$ cat src/hdl/mandelbrot_escape_time_assert.svh
// Assertion macros shared by the queue and iterator modules of the escape-time engine.
`ifndef MANDELBROT_ESCAPE_TIME_ASSERT_SVH
`define MANDELBROT_ESCAPE_TIME_ASSERT_SVH

`ifndef SYNTHESIS

`define MBE_ASSERT(lbl, clk, rst_n, prop) \
    lbl: assert property (@(posedge clk) disable iff (!rst_n) prop) \
        else $error("assertion failed");

`define MBE_NEVER(lbl, clk, rst_n, expr) \
    lbl: assert property (@(posedge clk) disable iff (!rst_n) !(expr)) \
        else $error("forbidden condition seen");

`else

`define MBE_ASSERT(lbl, clk, rst_n, prop)

`define MBE_NEVER(lbl, clk, rst_n, expr)

`endif

`endif

$ cat src/hdl/mbe_pkg.sv
// Shared types, constants and helper functions of the escape-time engine.
`default_nettype none

package mbe_pkg;

    localparam int FRAC_BITS_DEF  = 28;
    localparam int COORD_BITS_DEF = 12;
    localparam int DATA_W         = 32;
    localparam int CNT_W          = 16;
    localparam int CFG_AW         = 5;
    localparam int QUEUE_DEPTH    = 2;

    typedef logic [2:0] t_reg_idx;
    localparam t_reg_idx REG_ORIGIN_REAL = 3'd0;
    localparam t_reg_idx REG_ORIGIN_IMAG = 3'd1;
    localparam t_reg_idx REG_STEP_REAL   = 3'd2;
    localparam t_reg_idx REG_STEP_IMAG   = 3'd3;
    localparam t_reg_idx REG_MAX_ITER    = 3'd4;

    localparam logic signed [DATA_W-1:0] RST_ORIGIN_REAL = -32'sd536870912;
    localparam logic signed [DATA_W-1:0] RST_ORIGIN_IMAG = -32'sd268435456;
    localparam logic signed [DATA_W-1:0] RST_STEP_REAL   = 32'sd196608;
    localparam logic signed [DATA_W-1:0] RST_STEP_IMAG   = 32'sd196608;
    localparam logic [CNT_W-1:0]         RST_MAX_ITER    = 16'd255;

    localparam logic signed [DATA_W-1:0] S32_MAX = 32'sh7FFF_FFFF;
    localparam logic signed [DATA_W-1:0] S32_MIN = 32'sh8000_0000;

    typedef struct packed {
        logic signed [DATA_W-1:0] origin_real;
        logic signed [DATA_W-1:0] origin_imag;
        logic signed [DATA_W-1:0] step_real;
        logic signed [DATA_W-1:0] step_imag;
        logic [CNT_W-1:0]         iter_limit;
    } t_cfg;

    typedef struct packed {
        logic signed [DATA_W-1:0] c_re;
        logic signed [DATA_W-1:0] c_im;
    } t_point;

    // Clamp a wide signed sum to the signed 32-bit range.
    function automatic logic signed [DATA_W-1:0] sat32(input logic signed [65:0] v);
        if (v > 66'(S32_MAX)) begin
            return S32_MAX;
        end else if (v < 66'(S32_MIN)) begin
            return S32_MIN;
        end
        return v[DATA_W-1:0];
    endfunction

endpackage

`default_nettype wire

$ cat src/hdl/mbe_front.sv
// Front end: takes pixel words and maps them to points of the complex plane.
`default_nettype none

module mbe_front #(
    parameter int COORD_BITS = 12
) (
    input  wire logic                  i_clk,
    input  wire logic                  i_rst_n,
    input  wire mbe_pkg::t_cfg         i_cfg,
    input  wire logic                  i_push,
    input  wire logic [COORD_BITS-1:0] i_pixel_x,
    input  wire logic [COORD_BITS-1:0] i_pixel_y,
    output logic                       o_full,
    output logic                       o_push,
    output mbe_pkg::t_point            o_point,
    input  wire logic                  i_full
);
    import mbe_pkg::*;

    localparam int PW = COORD_BITS + DATA_W + 1;

    logic signed [PW-1:0] r_prod_re;
    logic signed [PW-1:0] r_prod_im;
    logic                 r_v1;
    t_point               r_point;
    logic                 r_v2;
    logic                 w_ld1;
    logic                 w_ld2;
    logic                 w_adv2;

    assign w_adv2  = r_v2 && !i_full;
    assign w_ld2   = r_v1 && (!r_v2 || !i_full);
    assign o_full  = r_v1 && !w_ld2;
    assign w_ld1   = i_push && !o_full;
    assign o_push  = r_v2;
    assign o_point = r_point;

    // Stage one forms the offsets, stage two adds the origin and clamps.
    always_ff @(posedge i_clk) begin
        if (w_ld1) begin
            r_prod_re <= $signed({1'b0, i_pixel_x}) * i_cfg.step_real;
            r_prod_im <= $signed({1'b0, i_pixel_y}) * i_cfg.step_imag;
        end
        if (w_ld2) begin
            r_point.c_re <= sat32(66'(i_cfg.origin_real) + 66'(r_prod_re));
            r_point.c_im <= sat32(66'(i_cfg.origin_imag) + 66'(r_prod_im));
        end
    end

    always_ff @(posedge i_clk) begin
        if (!i_rst_n) begin
            r_v1 <= 1'b0;
            r_v2 <= 1'b0;
        end else begin
            if (w_ld1) begin
                r_v1 <= 1'b1;
            end else if (w_ld2) begin
                r_v1 <= 1'b0;
            end
            if (w_ld2) begin
                r_v2 <= 1'b1;
            end else if (w_adv2) begin
                r_v2 <= 1'b0;
            end
        end
    end

endmodule

`default_nettype wire

$ cat config.mk
export PLATFORM = sky130hd
export DESIGN_NAME = mbe_front
export DESIGN_NICKNAME = d
export VERILOG_FILES = /design/src/hdl/mandelbrot_escape_time_assert.svh /design/src/hdl/mbe_pkg.sv /design/src/hdl/mbe_front.sv
export SDC_FILE = /design/constraint.sdc
export NUM_CORES = 2
export LEC_CHECK = 0
export BUFFER_PORTS_ARGS = -buffer_cell sky130_fd_sc_hd__buf_2
export CORE_MARGIN = 8
export CORE_UTILIZATION = 31
export DETAILED_ROUTE_END_ITERATION = 8
export GPL_ROUTABILITY_DRIVEN = 0
export SLEW_MARGIN = 20
export SYNTH_ARGS = -nofsm -noshare
export SYNTH_HDL_FRONTEND = slang
export SYNTH_SLANG_ARGS = --single-unit
$ cat constraint.sdc
create_clock -name i_clk -period 15.26 [get_ports i_clk]
set_clock_uncertainty 0.1 [all_clocks]
set_input_delay 0 -clock i_clk [delete_from_list [all_inputs] [get_ports i_clk]]
set_output_delay 0 -clock i_clk [all_outputs]
set_load 0.01 [all_outputs]
==> results.tsv <==
stage	metric	value	unit
synthesis	synth-main-ff-cell	edfxtp_1	
grt	grt_pass1_wl	158400	um
synthesis	synth_nets	5304	
clocking	hold_buffers	8	
synthesis	synth_xor_area_share	3.891	%
synthesis	muxShareOfSynthArea	0.1381	%
layout	drive_gt1_share	6.653	%
flow_run	maxCapViolations	0	
routing	drc	0	
setup_path	path_max_fanout	32	
layout	layout.nets	5364	
timing	slew-limit-headroom	38.26	%
run_status	status	complete, no violations	
floorplan	die_w	362.1	um
setup_path	end_kind	flip-flop	
setup_path	critPathMaxStageDelay	0.60	ns
clocking	cts-htree-levels	4	
routing	ant_nets	0	
grt	antenna_found_initial	2	
clocking	path_clk_slew	0.07	ns
setup_path	crit_type	primary input to flip-flop	
min_path	min_from	i_cfg[17]	
setup_path	cp-startpoint	i_pixel_x[4]	
synthesis	synthAdderAreaFrac	46.25	%
floorplan	design.die.area	131100	sq um
grt	grt_pass1_vias	30090	
routing	drt_iter0_markers	1822	
setup_path	crit_chain	buf_2 > nand2_1 > fa_1 > fa_1 > inv_1 > fa_1 > fa_1 > inv_1 > fa_1 > inv_1 > ha_1 > a21o_1 > a21o_1 > a21o_1 > a21o_1 > a21o_1 > a221o_1 > o31a_1 > or2_2 > a21o_1 > a221oi_1 > xnor2_1	
routing	postRouteWirelength	95940	um
timing	finalHoldViolations	0	
grt	gr-usage-all-layers	14.90	%
setup_path	crit_slowest_cell	buf_2	
timing	fmax	158.4	MHz
timing	setup_viol_count_final	0	
routing	first_pass_iters	5	
synthesis	ys_top_cells_by_area	fa_1 (37%), edfxtp_1 (12%), ha_1 (9.7%)	
routing	wl_per_cell	16.40	um
synthesis	netlist_area	37140	sq um
synthesis	ys_warn_count	0	
synthesis	avgSynthCellArea	8.914	sq um
synthesis	synth_top_family_by_area	adder cells	
setup_path	crit_top_cell	a21o_1	
clocking	post-cts-setup-buffers	0	
synthesis	synthSimpleGateAreaFrac	15.26	%
clocking	cts_resized	0	
clocking	cts_max_path_buffers	2	
clocking	cts_tree	built	
grt	grt_max_degree	65	
routing	routed_via_density	4.761	
timing	final.setup.tns	0	ns
layout	diodes	0	
setup_path	required	15.38	ns
floorplan	core_area	119300	sq um
clocking	clock_sinks	156	
floorplan	ioPinCount	238	
timing	fin_crit_sh	41.38	%
synthesis	yosysTopAreaCell	fa_1	
timing	min_period	6.314	ns
place	port_buffers	221	
floorplan	initial_core_util	31.12	%
synthesis	synth_top_area_share	36.55	%
setup_path	r2r_start	r_prod_re[4]	
place	hpwl	78880	um
synthesis	ys_ff_latch	156	
floorplan	die_h	362.1	um
timing	maxSlewViolCount	0	
floorplan	num_rows	127	
min_path	min-delay-path-class	primary input to flip-flop	
routing	vias	27860	
clocking	clockRootBuffer	clkbuf_16	
synthesis	synth_edf_count	154	
synthesis	synth_compound_area_share	10.55	%
layout	area_growth	8.419	%
synthesis	netlist_instances	4166	
setup_path	cp.arrival	6.43	ns
timing	rsz0062_at_grt	no	
synthesis	synth-seq-area-share	12.56	%
grt	grt-ovfl-total	0	
clocking	cts_made_buffers	17	
synthesis	yosysUniqueCellTypes	79	
timing	worst_pin_slew	0.9164	ns
clocking	clock_latency	0.49	ns
synthesis	async_reset_ff_share	0	%
setup_path	crit_path_start_kind	primary input	
-- layer usage --
layer	wire [um]	global-route usage, %	up-vias
met4	2316	4.183	0
met3	7320	3.443	122
li1	-	-	13030
met1	43160	19.74	13920
met2	43140	24.34	791
met5	0	0	-
-- cell usage after synthesis (18+ instances only) --
library cell and number:
nor3_1 29, xor2_1 56, fa_1 678, and2_1 351
nand2_1 542, xnor2_1 109, clkbuf_1 191, nand3_1 36
nand4_1 28, edfxtp_1 154, inv_1 921, o21bai_1 26
a211oi_1 21, and3_1 20, nor2_1 89, a31oi_1 18
a21oi_1 168, ha_1 288, o21ai_0 110, a21o_1 133
-- placed cells by master, fill, tap and decap left out, types with 5 or more instances in the layout --
cell / netlist / final
or3_1: 5 / 5
nor3_1: 29 / 29
dlygate4sd3_1: 0 / 8
nand3_1: 36 / 36
a21o_1: 133 / 133
clkbuf_16: 0 / 17
edfxtp_1: 154 / 154
o31ai_1: 10 / 10
nand2b_1: 10 / 10
nand4_1: 28 / 28
buf_4: 0 / 7
buf_2: 1 / 221
a211oi_1: 21 / 21
nor4_1: 6 / 6
a2111o_1: 5 / 5
o21ai_0: 110 / 110
o211ai_1: 16 / 16
and2_1: 351 / 351
xnor2_1: 109 / 109
o21bai_1: 26 / 26
nor2b_1: 14 / 13
fa_1: 678 / 678
a221oi_1: 6 / 6
o21a_1: 14 / 14
a41oi_1: 7 / 5
a21oi_1: 168 / 168
and3_1: 20 / 20
a31o_2: 5 / 5
nor2_1: 89 / 89
and4_1: 6 / 6
a31oi_1: 18 / 18
nand2_1: 542 / 542
ha_1: 288 / 288
inv_1: 921 / 921
a21boi_0: 9 / 8
xor2_1: 56 / 56
-- through the flow --
stage,util (%),cell area (sq um),hold WS [ns],worst slack [ns],instances
6_report,33.74,40260,0.06722,8.946,5851
3_3_place_gp,33.18,39600,0.1291,8.501,5811
4_1_cts,33.73,40250,0.01822,9.036,5851
3_5_place_dp,33.18,39600,0.1370,8.493,5811
5_1_grt,33.74,40260,0.07123,8.623,5851
2_1_floorplan,-,37140,0.01776,9.312,4166
-- critical path, delay by kind of cell --
kind,cells,cell delay [ns]
xor+xnor,1,0.13
compound gates,9,2.19
simple gates,2,0.46
fa+ha+maj,6,2.90
buf+inv,4,0.76
-- state kept, by name, summed over array words and instances, names as in the netlist --
register	cells
o_point	64
r_prod_im	45
r_prod_re	45
o_push	1
r_v1	1
-- kinds of logic (layout without fill, tap and decap cells) --
group | after synthesis | count (layout)
and+or+nand+nor | 1160 | 1160
buffers and inverters | 1116 | 1189
adders and majority gates | 966 | 966
AOI/OAI and AO/OA | 598 | 598
xor gates and xnor gates | 165 | 165
DFF | 156 | 156
muxes | 5 | 5
-- area by class of cell --
class | count | area (sq um)
Clock buffer | 18 | 429.2
Clock inverter | 14 | 145.1
Fill cell | 12400 | 79070
Inverter | 921 | 3457
Multi-Input combinational cell | 2894 | 28310
Sequential cell | 156 | 4664
Tap cell | 1612 | 2017
Timing Repair Buffer | 236 | 1239
-- final timing paths --
check	endpoint	slack [ns]	cells after the start
worst max-delay path	r_prod_re[42]	8.95	22
worst min-delay path	r_prod_im[1]	0.07	3
worst max register to register	o_point[43]	10.03	12
worst min register to register	o_point[0]	0.64	2
Power is not shown: default switching activity piles up to over one toggle a cycle in this logic, so the estimate is an artifact.
