**config.mk**
```make
export PLATFORM = sky130hd
export DESIGN_NAME = mbe_fifo
export DESIGN_NICKNAME = d
export VERILOG_FILES = /design/src/hdl/mbe_fifo.sv
export VERILOG_INCLUDE_DIRS = /design/src /design/src/hdl
export SDC_FILE = /design/constraint.sdc
export NUM_CORES = 1
export LEC_CHECK = 0
export BUFFER_PORTS_ARGS = -buffer_cell sky130_fd_sc_hd__buf_2
export CAP_MARGIN = 20
export CORE_MARGIN = 1
export CORE_UTILIZATION = 50
export DETAILED_ROUTE_END_ITERATION = 6
export PLACE_DENSITY = 0.89
export SLEW_MARGIN = 20
export SYNTH_ARGS = -nofsm -noshare
export SYNTH_HDL_FRONTEND = slang
export SYNTH_SLANG_ARGS = --single-unit
```
**constraint.sdc**
```tcl
create_clock -name i_clk -period 2.2 [get_ports i_clk]
set_input_delay 0.22 -clock i_clk [delete_from_list [all_inputs] [get_ports i_clk]]
set_output_delay 0.22 -clock i_clk [all_outputs]
set_load 0.01 [all_outputs]
```
**src/hdl/mandelbrot_escape_time_assert.svh**
```systemverilog
// Assertion macros shared by the queue and iterator modules of the escape-time engine.
`ifndef MANDELBROT_ESCAPE_TIME_ASSERT_SVH
`define MANDELBROT_ESCAPE_TIME_ASSERT_SVH

`ifndef SYNTHESIS

`define MBE_ASSERT(lbl, clk, rst_n, prop) \
    lbl: assert property (@(posedge clk) disable iff (!rst_n) prop) \
        else $error("assertion failed");

`define MBE_NEVER(lbl, clk, rst_n, expr) \
    lbl: assert property (@(posedge clk) disable iff (!rst_n) !(expr)) \
        else $error("forbidden condition seen");

`else

`define MBE_ASSERT(lbl, clk, rst_n, prop)

`define MBE_NEVER(lbl, clk, rst_n, expr)

`endif

`endif

```
**src/hdl/mbe_fifo.sv**
```systemverilog
// Small first-in first-out queue built from flip-flops.
`default_nettype none
`include "mandelbrot_escape_time_assert.svh"

module mbe_fifo #(
    parameter int WIDTH = 16,
    parameter int DEPTH = 2
) (
    input  wire logic             i_clk,
    input  wire logic             i_rst_n,
    input  wire logic             i_push,
    input  wire logic [WIDTH-1:0] i_data,
    output logic                  o_full,
    input  wire logic             i_pop,
    output logic [WIDTH-1:0]      o_data,
    output logic                  o_empty
);
    localparam int PW = (DEPTH > 1) ? $clog2(DEPTH) : 1;
    localparam int CW = $clog2(DEPTH + 1);

    logic [WIDTH-1:0] r_mem [DEPTH];
    logic [PW-1:0]    r_wr;
    logic [PW-1:0]    r_rd;
    logic [CW-1:0]    r_count;
    logic             w_do_push;
    logic             w_do_pop;

    assign o_full    = (r_count == CW'(DEPTH));
    assign o_empty   = (r_count == '0);
    assign w_do_push = i_push && !o_full;
    assign w_do_pop  = i_pop && !o_empty;
    assign o_data    = r_mem[r_rd];

    always_ff @(posedge i_clk) begin
        if (w_do_push) begin
            r_mem[r_wr] <= i_data;
        end
    end

    always_ff @(posedge i_clk) begin
        if (!i_rst_n) begin
            r_wr    <= '0;
            r_rd    <= '0;
            r_count <= '0;
        end else begin
            if (w_do_push) begin
                r_wr <= (r_wr == PW'(DEPTH - 1)) ? '0 : r_wr + 1'b1;
            end
            if (w_do_pop) begin
                r_rd <= (r_rd == PW'(DEPTH - 1)) ? '0 : r_rd + 1'b1;
            end
            if (w_do_push && !w_do_pop) begin
                r_count <= r_count + 1'b1;
            end else if (w_do_pop && !w_do_push) begin
                r_count <= r_count - 1'b1;
            end
        end
    end

    `MBE_NEVER(a_fifo_overfill, i_clk, i_rst_n, r_count > CW'(DEPTH))
    `MBE_ASSERT(a_fifo_grow, i_clk, i_rst_n, (w_do_push && !w_do_pop) |=> (r_count == $past(r_count) + CW'(1)))
    `MBE_ASSERT(a_fifo_shrink, i_clk, i_rst_n, (w_do_pop && !w_do_push) |=> (r_count == $past(r_count) - CW'(1)))

endmodule

`default_nettype wire

```
==> results of run 1 <==
## stage by stage
step | setup slack (ns) | area, sq um | std cells
finish | 0.315 | 1660 | 149
global route | 0.199 | 1660 | 149
CTS | 0.275 | 1660 | 149
detailed placement | 0.559 | 1610 | 142
global placement | 0.685 | 1610 | 142
floorplan | 0.518 | 1390 | 75
## sequential cells by signal (all words and copies together) (netlist names), named ones only
register / count
r_wr: 1
r_mem: 32
r_rd: 1
r_count: 2
## kinds of logic (layout without fill, tap and decap cells)
logic type	Yosys count	in the layout	share of synthesized area (%)
flip-flops	37	37	76.5
XOR/XNOR	3	3	1.89
AO/OA/AOI/OAI	5	5	2.34
buffers and inverters	4	48	1.44
AND/OR/NAND/NOR	9	9	3.97
multiplexers	16	16	13.0
adder cells (fa/ha/maj)	1	1	0.902
## area by class of cell
type	count	share of cell area [%]
clock buffer	6	2.49
clock inverter	1	0.226
inverter	2	0.453
multi-input combinational	34	18.5
sequential	37	64.0
tap	30	2.26
timing repair buffer	39	12.1
## how the worst max path moves through the flow
stage,to,slack (ns),depth (start not counted)
after detailed placement,r_count[1],0.56,6
after global routing,o_data[3],0.20,2
after CTS,o_data[5],0.28,2
after global placement,r_count[1],0.69,6
after floorplan,r_mem[0][0],0.52,3
final,o_data[3],0.32,2
## cell usage after synthesis
master	count	share of area [%]
a21boi_0	1	0.54
a21boi_1	1	0.54
and2_1	3	1.4
and3_1	1	0.45
buf_2	1	0.36
buf_4	1	0.54
dfxtp_1	5	7.2
edfxtp_1	32	69
ha_1	1	0.90
inv_1	1	0.27
inv_2	1	0.27
mux2_2	16	13
nand2b_1	1	0.45
nor2_1	2	0.54
nor3_2	1	0.72
o21a_1	1	0.54
o21ai_0	1	0.36
o21ai_1	1	0.36
or3_1	1	0.45
xnor2_1	2	1.3
xor2_1	1	0.63
## critical path, stage by stage (launching register included)
cell	delay, ns
dfxtp_1	0.78
mux2_2	0.41
buf_2	0.14
## power groups by stage
stage / clock network, mW / registers, mW / logic, mW
2_1_floorplan: 0 / 0.935 / 0.377
3_3_place_gp: 0 / 0.977 / 0.490
3_5_place_dp: 0 / 0.989 / 0.511
4_1_cts: 0.318 / 0.974 / 0.517
5_1_grt: 0.352 / 0.984 / 0.557
6_report: 0.312 / 0.971 / 0.507
## per-layer routing
layer  share of wire, %  global-route usage, %
met3                6.8                   7.50
met4                2.5                   11.5
met1                 38                   16.5
met2                 53                   27.9
met5                  0                      0
==> flow_summary.yaml, run 1 <==
yosys:
  synthCells: 75
  ys_types: 21
  syn-num-nets: 96
  avgSynthCellArea_sq_um: 18.5
  ys_seq_area_share_pct: 76.5
  syn_area_sq_um: 1390
  synth-seq-cells: 37
  yosysWarnings: 0
clock_network:
  cts_max_path_buffers: 2
  clk_pin_slew_ns: 0.10
  clock_latency_ns: 0.33
  cts_num_sinks: 37
  ctsResizeCount: 0
  h-tree-depth: 2
  cts_tree: "done"
  clock-root-buffer: "clkbuf_4"
  ctsHoldBuffers: 0
  cts_buffers: 5
  cts_setup_buffers: 0
placement:
  hpwlAfterDp_mm: 1.60
  gp_congestion: 0.624
  port_buffers: 37
sta:
  max_freq_mhz: 531
  fin_setup_tns_ns: 0
  setup_viol: 0
  finalHoldViolCount: 0
  fin_crit_ns: 1.88
  fin_crit_sh_pct: 85.7
  slew_headroom_pct: 54.1
  worst_pin_slew_ns: 0.687
  skew_ns: 0.0110
  slew_violations: 0
  whs_ns: 0.0730
  rsz0062_at_grt: "false"
cells_and_area:
  diodes: 0
  final_common_cell: "buf_2"
  layout_common_cells: "buf_2, edfxtp_1, mux2_2"
  area_growth_pct: 19.5
  final_nets: 140
  drive_gt1_share_pct: 52.1
  fin_util_pct: 65.1
  multi_input_area_sq_um: 307
  fillers: 194
  layout.area.seq_sq_um: 1060
route:
  wire_per_inst_um: 15.1
  route.vias.total: 775
  vias_per_cell: 5.20
  first_pass_iters: 4
  final_antenna_net_count: 0
  drt_iter0_drc: 25
  drc: 0
  routed_wl_mm: 2.25
power_and_ir_drop:
  pwr-share-seq_pct: 54.3
  power.share.combinational_pct: 28.3
  power_mw: 1.79
  power_per_cell_area_nw_per_um2: 1080
  ir_drop_v: 0.000735
  p_clk_share_pct: 17.4
  swShare_pct: 29.1
  power_leakage_nw: 0.642
  p_switching_mw: 0.521
  p_int_mw: 1.27
floorplan:
  rows: 18
  fp.dieH_um: 54.7
  core-area_sq_um: 2540
  fp.dieW_um: 54.7
  ios: 38
  start_util_pct: 54.5
  dieArea_sq_um: 2990
critical_path:
  path_max_fanout: 16
  rr_startpoint: "r_count[0]"
  r2r_slack_ns: 0.52
  worstSetupPathType: "flop to output port"
  critPathRequiredTime_ns: 1.98
  r2r_end: "r_count[1]"
  crit_path_end_kind: "output port"
  worstPathArrival_ns: 1.66
  start_kind: "flop"
  reg2reg_depth: 6
status:
  status: "finished, final reports clean"
min_path:
  holdPathEnd: "r_mem[0][1]"
  hold_path.class: "primary input to flop"
  whs_path_depth: 1
  hold_path.startpoint: "i_data[1]"
grt:
  grt_max_degree: 18
  grt_first_pass_wirelength_mm: 3.10
  antenna_found_initial: 0
  grt.total_usage_pct: 16.8
  grt_overflow: 0
  grt_pass1_vias: 718
job:
  maxCapViolations: 0
Power figures use the tool's default switching activity.
==> run 2: changes to the inputs <==
- REMOVE_ABC_BUFFERS: not set -> 1
==> run 2 against run 1 <==
Compared with the run above:
- setup slack better by 0.020 ns
- critical path depth unchanged
- wire length down 2.7%
- core utilization up 0.54 points
- critical path type unchanged
- largest cell class unchanged
==> flow_summary.yaml, run 2 (synthesized netlist as in run 1, its figures left out) <==
cells_and_area:
  reg.largest.list: "r_mem (32), r_count (2)"
  final_nets: 141
  largest_reg_flops: 32
  drive_gt1_share_pct: 53.7
  final_area_sq_um: 1670
  fillers: 195
  diodes: 0
  top_register: "r_mem"
  final_common_cell: "buf_2"
  area_growth_pct: 20.5
  instances_no_fill: 151
  layout_common_cells: "buf_2, edfxtp_1, mux2_2"
grt:
  grt_overflow: 0
  grt_max_degree: 17
  grt_pass1_vias: 737
  grt_first_pass_wirelength_mm: 3.28
  grt.total_usage_pct: 17.2
  antenna_found_initial: 0
sta:
  skew_ns: 0.00747
  worst_pin_slew_ns: 0.680
  fin_setup_tns_ns: 0
  fin_crit_sh_pct: 84.8
  max_freq_mhz: 536
  setup_viol: 0
  rsz0062_at_grt: "false"
  slew_headroom_pct: 54.6
  finalHoldViolCount: 0
  slew_violations: 0
  fin_crit_ns: 1.87
clock_network:
  h-tree-depth: 2
  ctsHoldBuffers: 0
  cts_max_path_buffers: 2
  ctsResizeCount: 0
  cts_buffers: 5
  cts_tree: "done"
  cts_setup_buffers: 0
  cts_num_sinks: 37
  clock_latency_ns: 0.33
  clk_pin_slew_ns: 0.10
  clock-root-buffer: "clkbuf_4"
critical_path:
  reg2reg_depth: 6
  rr_startpoint: "r_count[0]"
  critPathRequiredTime_ns: 1.98
  r2r_slack_ns: 0.56
  r2r_end: "r_count[1]"
  start_kind: "flop"
  crit_path_end_kind: "output port"
  worstPathArrival_ns: 1.65
  worstSetupPathType: "flop to output port"
  path_max_fanout: 16
floorplan:
  ios: 38
  dieArea_sq_um: 2990
  fp.dieW_um: 54.7
  core-area_sq_um: 2540
  start_util_pct: 54.5
  rows: 18
  fp.dieH_um: 54.7
min_path:
  holdPathEnd: "r_mem[0][0]"
  hold_path.class: "primary input to flop"
  whs_path_depth: 1
  hold_path.startpoint: "i_data[0]"
route:
  final_antenna_net_count: 0
  drt_iter0_drc: 7
  wire_per_inst_um: 14.5
  first_pass_iters: 3
  route.vias.total: 778
  routed_wl_mm: 2.19
  vias_per_cell: 5.15
  drc: 0
placement:
  gp_congestion: 0.636
  hpwlAfterDp_mm: 1.60
  place_inst: 143
  port_buffers: 37
  placed_area_sq_um: 1620
job:
  maxCapViolations: 0
power_and_ir_drop:
  ir_drop_v: 0.000835
  power_leakage_nw: 0.653
  power_per_cell_area_nw_per_um2: 1080
status:
  status: "finished, final reports clean"
-- run 2: metal layers --
metal	up-vias	global-route usage, %	share of wire (%)
met4	0	7.69	1.3
met2	32	27.3	47
met1	367	19.2	44
met3	4	8.89	7.7
met5	-	0	0
li1	375	-	-
-- run 2: how the worst max path moves through the flow --
stage | depth (start not counted) | startpoint | to
global route | 2 | flop | o_data[12]
detailed placement | 6 | r_count[0] | r_count[1]
finish | 2 | flop | o_data[13]
floorplan | 3 | r_count[0] | r_mem[0][0]
global placement | 2 | flop | o_data[12]
CTS | 2 | flop | o_data[15]
-- run 2: stage by stage --
step                      setup slack (ns)  hold WS, ns  utilization (%)  power [mW]
after floorplan                      0.518        0.319                -        1.30
after global placement               0.690        0.409             63.7        1.47
after detailed placement             0.572        0.413             63.7        1.51
after CTS                            0.266       0.0508             65.7        1.84
after global routing                 0.194       0.0337             65.7        1.92
final                                0.335       0.0685             65.7        1.81
-- run 2: worst max-delay path, stage by stage (launching register included) --
cell and delay (ns):
dfxtp_1 0.77, mux2_2 0.41, buf_2 0.14
-- run 2: final cells by class --
| type | instances | area [sq um] | share of cell area, % |
|---|---|---|---|
| clock buffer | 6 | 41.3 | 2.47 |
| inverter | 2 | 7.51 | 0.449 |
| tap | 30 | 37.5 | 2.25 |
| clock inverter | 2 | 10.0 | 0.599 |
| sequential | 37 | 1060 | 63.5 |
| multi-input combinational | 34 | 307 | 18.3 |
| timing repair buffer | 40 | 208 | 12.4 |
-- run 2: report_power, final --
part	switching, mW	internal (mW)
Sequential	0.0812	0.887
Combinational	0.244	0.272
Clock	0.202	0.122
